<file path="config.mk">
export PLATFORM = sky130hd
export DESIGN_NAME = mux_scan_trimmed_mean_filter
export DESIGN_NICKNAME = d
export VERILOG_FILES = /design/src/hw/rtl/mstmf_pkg.sv /design/src/hw/rtl/mstmf_dpath.sv /design/src/hw/rtl/mstmf_ctrl.sv /design/src/hw/rtl/mux_scan_trimmed_mean_filter.sv
export SDC_FILE = /design/constraint.sdc
export NUM_CORES = 1
export LEC_CHECK = 0
export ABC_AREA = 1
export BUFFER_PORTS_ARGS = -buffer_cell sky130_fd_sc_hd__buf_2
export CAP_MARGIN = 20
export CORE_MARGIN = 2
export CORE_UTILIZATION = 35
export DETAILED_ROUTE_END_ITERATION = 8
export GPL_TIMING_DRIVEN = 0
export HOLD_SLACK_MARGIN = 0.05
export SYNTH_ARGS = -nofsm -noshare
export SYNTH_HDL_FRONTEND = slang
export SYNTH_SLANG_ARGS = --single-unit
export TNS_END_PERCENT = 50
</file>
<file path="constraint.sdc">
create_clock -name clock -period 12.6 [get_ports clock]
set_input_delay 0.63 -clock clock [delete_from_list [all_inputs] [get_ports clock]]
set_output_delay 0.63 -clock clock [all_outputs]
set_load 0.05 [all_outputs]
</file>
<file path="src/hw/rtl/mstmf_pkg.sv">
// ----------------------------------------------------------------------------
// mstmf_pkg: shared types and constants for the multiplexed scan filter
// Word layouts, register indexes, window geometry and the divide-by-three
// reciprocal used by the trimmed mean.
// ----------------------------------------------------------------------------
package mstmf_pkg;

   localparam int SAMPLE_W  = 12;
   localparam int CHAN_W    = 4;
   localparam int CSR_W     = 5;
   localparam int CSR_IDX_W = 2;
   localparam int PHASE_W   = 4;

   localparam int WINDOW    = 7;
   localparam int FILL_W    = 3;
   localparam int MID_LOW   = 2;
   localparam int SUM_W     = SAMPLE_W + 2;

   // floor(x / 3) == (x * 21846) >> 16 for every x below 2**14
   localparam int                  RECIP_W    = 15;
   localparam logic [RECIP_W-1:0]  DIV3_RECIP = 15'd21846;
   localparam int                  DIV3_SHIFT = 16;
   localparam int                  PROD_W     = SUM_W + RECIP_W;

   localparam logic [FILL_W-1:0]   LAST_FILL  = 3'(WINDOW - 1);

   localparam logic [CSR_IDX_W-1:0] CSR_CHANNELS_IN_USE = 2'd0;
   localparam logic [CSR_IDX_W-1:0] CSR_FIRST_FILTERED  = 2'd1;
   localparam logic [CSR_IDX_W-1:0] CSR_SETTLE_DISCARDS = 2'd2;

   localparam logic [CSR_W-1:0] RST_CHANNELS_IN_USE = 5'd12;
   localparam logic [CSR_W-1:0] RST_FIRST_FILTERED  = 5'd5;
   localparam logic [1:0]       RST_SETTLE_DISCARDS = 2'd1;

   typedef struct packed {
      logic [SAMPLE_W-1:0] sample;
      logic                restart;
   } req_type;

   typedef struct packed {
      logic [CHAN_W-1:0]   channel;
      logic [SAMPLE_W-1:0] filtered_value;
      logic                scan_done;
   } rsp_type;

   typedef struct packed {
      logic              insert;
      logic [FILL_W-1:0] fill;
      logic              load_meta;
      logic              load_pass;
      logic              load_sum;
      logic              load_mean;
      logic [CHAN_W-1:0] channel;
      logic              last;
   } dp_cmd_type;

endpackage

</file>
<file path="src/hw/rtl/mstmf_dpath.sv">
// ----------------------------------------------------------------------------
// mstmf_dpath: sorted sample store, middle sum, scaling and output register
// A row of seven cells inserts one sample per cycle on insert, ascending;
// the three middle entries are summed, then scaled by a reciprocal of three.
// ----------------------------------------------------------------------------
module mstmf_dpath
   import mstmf_pkg::*;
(
   input  logic       clock,
   input  dp_cmd_type cmd,
   input  req_type    req_data,
   output rsp_type    rsp_data
);

   logic [SAMPLE_W-1:0] store_ff [WINDOW];
   logic [SAMPLE_W-1:0] store_in [WINDOW];
   logic [WINDOW:0]     gt_suffix;
   logic [SUM_W-1:0]    sum_ff;
   logic [SUM_W-1:0]    sum_in;
   logic [PROD_W-1:0]   prod;
   rsp_type             out_ff;

   // gt_suffix[i]: every filled entry at or above i is greater than the sample
   always_comb begin
      gt_suffix[WINDOW] = 1'b1;
      for (int i = WINDOW - 1; i >= 0; i--) begin
         if (3'(i) >= cmd.fill) begin
            gt_suffix[i] = 1'b1;
         end else begin
            gt_suffix[i] = gt_suffix[i+1] && (store_ff[i] > req_data.sample);
         end
      end
   end

   always_comb begin
      if (!gt_suffix[0]) begin
         store_in[0] = store_ff[0];
      end else begin
         store_in[0] = req_data.sample;
      end
      for (int i = 1; i < WINDOW; i++) begin
         if (3'(i) > cmd.fill || !gt_suffix[i]) begin
            store_in[i] = store_ff[i];
         end else if (gt_suffix[i-1]) begin
            store_in[i] = store_ff[i-1];
         end else begin
            store_in[i] = req_data.sample;
         end
      end
   end

   assign sum_in = SUM_W'(store_ff[MID_LOW]) + SUM_W'(store_ff[MID_LOW+1])
                 + SUM_W'(store_ff[MID_LOW+2]);
   assign prod   = PROD_W'(sum_ff) * PROD_W'(DIV3_RECIP);

   always_ff @(posedge clock) begin
      if (cmd.insert) begin
         store_ff <= store_in;
      end
      if (cmd.load_sum) begin
         sum_ff <= sum_in;
      end
      if (cmd.load_meta) begin
         out_ff.channel   <= cmd.channel;
         out_ff.scan_done <= cmd.last;
      end
      if (cmd.load_pass) begin
         out_ff.filtered_value <= req_data.sample;
      end else if (cmd.load_mean) begin
         out_ff.filtered_value <= prod[DIV3_SHIFT +: SAMPLE_W];
      end
   end

   assign rsp_data = out_ff;

endmodule

</file>
<file path="src/hw/rtl/mstmf_ctrl.sv">
// ----------------------------------------------------------------------------
// mstmf_ctrl: scan sequencer and configuration registers
// Tracks channel and settle phase, decides per word whether it is dropped,
// passed through or inserted, and steps the mean through sum and scale.
// ----------------------------------------------------------------------------
module mstmf_ctrl
   import mstmf_pkg::*;
#(
   parameter int MAX_CHANNELS = 16
) (
   input  logic                 clock,
   input  logic                 reset,
   input  logic                 csr_write,
   input  logic [CSR_IDX_W-1:0] csr_index,
   input  logic [CSR_W-1:0]     csr_data,
   input  logic                 req_valid,
   output logic                 req_ready,
   input  logic                 req_restart,
   output logic                 rsp_valid,
   input  logic                 rsp_ready,
   output dp_cmd_type           cmd
);

   typedef enum logic [1:0] {ST_ACCEPT, ST_SUM, ST_SCALE} state_type;

   localparam logic [CSR_W-1:0] MAX_CNT = CSR_W'(MAX_CHANNELS);

   state_type          state_ff, state_in;
   logic [CHAN_W-1:0]  chan_ff, chan_in;
   logic [PHASE_W-1:0] phase_ff, phase_in;
   logic [CSR_W-1:0]   chans_ff, first_filt_ff;
   logic [1:0]         settle_ff;
   logic               rsp_valid_ff, rsp_valid_in;

   logic [CSR_W-1:0]   count;
   logic               resync;
   logic [CHAN_W-1:0]  chan0, chan_next;
   logic [PHASE_W-1:0] phase0, kraw;
   logic [FILL_W-1:0]  fill;
   logic               settling, pass_thru, last;

   always_comb begin
      if (chans_ff == '0) begin
         count = CSR_W'(1);
      end else if (chans_ff > MAX_CNT) begin
         count = MAX_CNT;
      end else begin
         count = chans_ff;
      end
   end

   assign resync    = req_restart || ({1'b0, chan_ff} >= count);
   assign chan0     = resync ? '0 : chan_ff;
   assign phase0    = resync ? '0 : phase_ff;
   assign settling  = phase0 < PHASE_W'(settle_ff);
   assign kraw      = phase0 - PHASE_W'(settle_ff);
   assign fill      = (kraw > PHASE_W'(LAST_FILL)) ? LAST_FILL : kraw[FILL_W-1:0];
   assign pass_thru = {1'b0, chan0} < first_filt_ff;
   assign last      = {1'b0, chan0} == (count - CSR_W'(1));
   assign chan_next = last ? '0 : chan0 + CHAN_W'(1);

   always_comb begin
      state_in     = state_ff;
      chan_in      = chan_ff;
      phase_in     = phase_ff;
      rsp_valid_in = rsp_valid_ff && !rsp_ready;
      req_ready    = 1'b0;
      cmd          = '0;
      cmd.fill     = fill;
      cmd.channel  = chan0;
      cmd.last     = last;
      case (state_ff)
         ST_ACCEPT: begin
            req_ready = !rsp_valid_ff || rsp_ready;
            if (req_valid && req_ready) begin
               // a restart or a shrunken count takes effect with this word
               chan_in = chan0;
               if (settling) begin
                  phase_in = phase0 + PHASE_W'(1);
               end else if (pass_thru) begin
                  cmd.load_pass = 1'b1;
                  cmd.load_meta = 1'b1;
                  rsp_valid_in  = 1'b1;
                  chan_in       = chan_next;
                  phase_in      = '0;
               end else begin
                  cmd.insert = 1'b1;
                  if (fill != LAST_FILL) begin
                     phase_in = PHASE_W'(settle_ff) + PHASE_W'(fill) + PHASE_W'(1);
                  end else begin
                     // window full: finish the mean in the sum and scale states
                     cmd.load_meta = 1'b1;
                     chan_in       = chan_next;
                     phase_in      = '0;
                     state_in      = ST_SUM;
                  end
               end
            end
         end
         ST_SUM: begin
            cmd.load_sum = 1'b1;
            state_in     = ST_SCALE;
         end
         ST_SCALE: begin
            cmd.load_mean = 1'b1;
            rsp_valid_in  = 1'b1;
            state_in      = ST_ACCEPT;
         end
         default: begin
            state_in = ST_ACCEPT;
         end
      endcase
   end

   always_ff @(posedge clock) begin
      if (reset) begin
         state_ff      <= ST_ACCEPT;
         chan_ff       <= '0;
         phase_ff      <= '0;
         rsp_valid_ff  <= 1'b0;
         chans_ff      <= RST_CHANNELS_IN_USE;
         first_filt_ff <= RST_FIRST_FILTERED;
         settle_ff     <= RST_SETTLE_DISCARDS;
      end else begin
         state_ff     <= state_in;
         chan_ff      <= chan_in;
         phase_ff     <= phase_in;
         rsp_valid_ff <= rsp_valid_in;
         if (csr_write) begin
            case (csr_index)
               CSR_CHANNELS_IN_USE: chans_ff      <= csr_data;
               CSR_FIRST_FILTERED:  first_filt_ff <= csr_data;
               CSR_SETTLE_DISCARDS: settle_ff     <= csr_data[1:0];
               default: begin
               end
            endcase
         end
      end
   end

   assign rsp_valid = rsp_valid_ff;

endmodule

</file>
<file path="src/hw/rtl/mux_scan_trimmed_mean_filter.sv">
// ----------------------------------------------------------------------------
// mux_scan_trimmed_mean_filter: multiplexed scan filter, seven-sample trimmed mean
// A pass-through word shows on rsp in the cycle after accept; a filtered
// channel's mean shows after its seventh word, once the sum and scale states pass.
// Throughput: one word per cycle while no result waits and no mean is in progress;
// a waiting result holds req_ready low until rsp_ready, as do the sum and scale states.
// Synchronous reset restores register defaults and channel 0; the sample store
// is not cleared and holds unknown data until filled.
// ----------------------------------------------------------------------------
module mux_scan_trimmed_mean_filter
   import mstmf_pkg::*;
#(
   parameter int MAX_CHANNELS = 16
) (
   input  logic                 clock,
   input  logic                 reset,
   input  logic                 csr_write,
   input  logic [CSR_IDX_W-1:0] csr_index,
   input  logic [CSR_W-1:0]     csr_data,
   input  logic                 req_valid,
   output logic                 req_ready,
   input  req_type              req_data,
   output logic                 rsp_valid,
   input  logic                 rsp_ready,
   output rsp_type              rsp_data
);

   dp_cmd_type cmd;

   mstmf_ctrl #(
      .MAX_CHANNELS (MAX_CHANNELS)
   ) u_ctrl (
      .clock       (clock),
      .reset       (reset),
      .csr_write   (csr_write),
      .csr_index   (csr_index),
      .csr_data    (csr_data),
      .req_valid   (req_valid),
      .req_ready   (req_ready),
      .req_restart (req_data.restart),
      .rsp_valid   (rsp_valid),
      .rsp_ready   (rsp_ready),
      .cmd         (cmd)
   );

   mstmf_dpath u_dpath (
      .clock    (clock),
      .cmd      (cmd),
      .req_data (req_data),
      .rsp_data (rsp_data)
   );

endmodule

</file>
==> flow_summary.ini <==
[sta]
grt_setup_unrepaired = false
worstMarginPinSlew_ns = 0.9812
fin_worst_hold_slack_ns = 0.4181
final-hold-violation-count = 0
layout_worst_path_cycle_share_pct = 43.21
fmax_mhz = 183.7
final.setup.tns_ns = 0
period_needed_ns = 5.444
worst_slew_margin_rel_pct = 34.35
setup_skew_ns = 0.006365
setup_viol = 0
finalMaxSlewViolations = 0

[layout]
insertedDiodeCount = 0
layoutNonFillerInstCount = 1806
layout-drive-gt1-share_pct = 7.551
nets = 1634
finalInstanceArea_um2 = 12870
flow.area_growth_from_synthesis_pct = 12.02

[synthesis]
post_synth_main_area_contributors = edfxtp_1 27%, ha_1 22%, fa_1 10%, inv_1 7.0%, nand2_1 6.5%
synthArstFlopShare_pct = 0
synth.distinct_cells = 43
synth_top_area_share_pct = 26.92
average_cell_area_after_synthesis_um2 = 8.914
post_synth_edffs = 103
synth-main-ff-cell = edfxtp_1
mappedNetlistNets = 1572
yosysMostFrequentCell = inv_1
post_synth_instance_area_um2 = 11490
netlist_top_cells_count = 215 x inv_1, 198 x ha_1, 198 x nand2_1, 109 x a21oi_1, 103 x edfxtp_1
postSynthCellCount = 1289
sequential_share_of_the_synthesized_area_pct = 30.93
yosys_warnings = 0
postSynthRegisterBits = 126
largest_area_contributor_in_the_synthesized_netlist = edfxtp_1

[cts]
cts_sinks = 126
postCtsSetupRepairBufs = 0
clkLatencyLatePin_ns = 0.42
cts_hold_buffers = 0
cts_htree_levels = 4
largest_buffer_count_on_any_clock_path = 2
clock_tree.root_cell = clkbuf_16
path_clk_slew_ns = 0.06
cts_made_buffers = 17
cts_resized = 0
tritoncts = done

[setup_path]
setup.worst_path.start_class = flip-flop
r2r-end = u_dpath.rsp_data[7]$_DFFE_PP_
largest_fanout_on_the_critical_path = 3
cell_count_of_the_worst_reg_to_reg_path = 19
cp_data_required_time_ns = 12.77
crit_arrival_ns = 5.62
worstSetupEndpointType = flip-flop
reg2reg_setup_slack_ns = 7.16
cp-endpoint = u_dpath.rsp_data[7]$_DFFE_PP_
timing.rr.start = u_dpath.sum_ff[3]$_DFFE_PN_
worst-setup-path-type = flip-flop to flip-flop
crit_path_start = u_dpath.sum_ff[3]$_DFFE_PN_

[placement]
gpl.final_weighted_congestion = 0.8792
port_buffers = 42
placedInstanceArea_um2 = 12260
detailed_place_hpwl_um = 23170
placed_cells = 1774

[pwr]
share_clk_of_total_power_pct = 43.2
pwr_density_cell_nw_per_um2 = 91.76
p_sw_share_pct = 28.63
power.sequential.fraction_pct = 39.8
ir_drop_mv = 0.09404
totalPowerFinal_mw = 1.181
leakage_nw = 5.977
power.net_switching_mw = 0.3381
p_comb_share_pct = 17.0
internal_power_mw = 0.8430

[floorplan]
fp-row-count = 66
design.core.area_um2 = 32450
dieHeight_um = 185.2
chipWidth_um = 185.2
starting_density_pct = 35.40
ioPinCount = 44
die_area_um2 = 34290

[drt]
drt-total-wl_um = 28040
avgRoutedWirePerCell_um = 15.52
first_iter_violations = 452
ant_nets = 0
pre_antenna_drt_iters = 5
routed_via_density = 4.936
drcViolationCount = 0
via_count = 8914

[min_path]
holdCritPathClass = input pin to flip-flop

[global_route]
grt_pass1_wl_um = 46220
global_route.usage.met1_pct = 21.49
grt_start_max_net_pins = 17
global_route.usage.met3_pct = 3.362
antenna_found_initial = 0
gr-total-overflow = 0
number_of_global_route_vias_before_repair = 9261
groute.usage.overall_pct = 17.37
gr-max-usage-layer = met2
grt_use_met2_pct = 29.74

[run]
max_cap_viol_count = 0

[outcome]
status = completed
[worst max-delay path, cell delays in order, from the launching register on]
cell,delay [ns]
edfxtp_1,0.46
ha_1,0.41
inv_1,0.08
fa_1,0.51
fa_1,0.55
inv_1,0.05
fa_1,0.51
fa_1,0.53
ha_1,0.31
ha_1,0.32
a21oi_1,0.18
o21ai_0,0.11
a21oi_1,0.20
o21ai_0,0.18
a21o_1,0.22
nand3_1,0.07
nand2_1,0.06
or2_2,0.28
nand3_1,0.08
nand2_1,0.07
[placed cells by master (no fill, tap or decap), drive strengths merged, types with 4 or more instances in the layout]
cell type  count
a31oi          5
nand3         37
o211ai        11
nor2          90
xnor2         15
nand2        210
or2            4
a211oi         5
fa            60
dfxtp         23
buf           49
nor3          16
o21a           5
nand4         18
clkinv         4
a21oi        111
o21ai         94
a21o           6
ha           198
clkbuf        28
edfxtp       103
xor2          23
inv          223
o221ai         5
[kinds of logic after synthesis]
group | after synthesis | synth area share (%)
and+or+nand+nor | 383 | 14.41
DFF | 126 | 30.93
xor gates and xnor gates | 38 | 2.897
buffers and inverters | 235 | 7.808
AOI/OAI and AO/OA | 249 | 11.95
adders and majority gates | 258 | 32.02
[worst min-delay path by stage]
stage,to,start,depth (start not counted)
final,u_dpath.store_ff[77]$_DFFE_PP_,req_data[6],1
after global routing,u_dpath.store_ff[77]$_DFFE_PP_,req_data[6],1
after CTS,u_dpath.store_ff[79]$_DFFE_PP_,req_data[8],1
after detailed placement,u_ctrl.first_filt_ff[1]$_SDFFE_PP0P_,u_ctrl.first_filt_ff[1]$_SDFFE_PP0P_,2
after global placement,u_ctrl.first_filt_ff[1]$_SDFFE_PP0P_,u_ctrl.first_filt_ff[1]$_SDFFE_PP0P_,2
after floorplan,u_ctrl.first_filt_ff[1]$_SDFFE_PP0P_,u_ctrl.first_filt_ff[1]$_SDFFE_PP0P_,2
[state kept, by name (all words and copies together), names as in the netlist]
name and flops:
u_ctrl.chan_ff 4, u_ctrl.chans_ff 5, u_ctrl.first_filt_ff 5, u_ctrl.phase_ff 4, u_ctrl.rsp_valid 1, u_ctrl.settle_ff 2, u_ctrl.state_ff 2, u_dpath.rsp_data 17
u_dpath.store_ff 72, u_dpath.sum_ff 14
[layer usage]
| metal | wire length, um | vias to the layer above |
|---|---|---|
| met1 | 12510 | 4207 |
| li1 | - | 4487 |
| met4 | 830 | 0 |
| met3 | 1093 | 58 |
| met2 | 13600 | 162 |
| met5 | 0 | - |
[power groups by stage]
stage          clock network [mW]  registers [mW]  logic (mW)
2_1_floorplan                   0           0.495       0.127
3_3_place_gp                    0           0.479       0.196
3_5_place_dp                    0           0.479       0.200
4_1_cts                     0.518           0.471       0.201
5_1_grt                     0.537           0.471       0.227
6_report                    0.510           0.471       0.200
[area by class of cell]
type | instances | area [um2]
inverters | 218 | 818.3
fillers | 3287 | 19580
clock inverters | 15 | 185.2
multi-input cells | 928 | 7039
clock buffers | 17 | 425.4
well taps | 442 | 553.0
repair buffers | 43 | 217.7
flip-flops and latches | 126 | 3553
plain buffers | 17 | 78.83
[stage by stage]
step	setup WS [ns]	util [%]
2_1_floorplan	7.673	-
3_3_place_gp	7.184	37.76
3_5_place_dp	7.169	37.78
4_1_cts	7.147	39.66
5_1_grt	6.852	39.66
6_report	7.156	39.66
No activity file was read; power rests on OpenSTA's default activity.
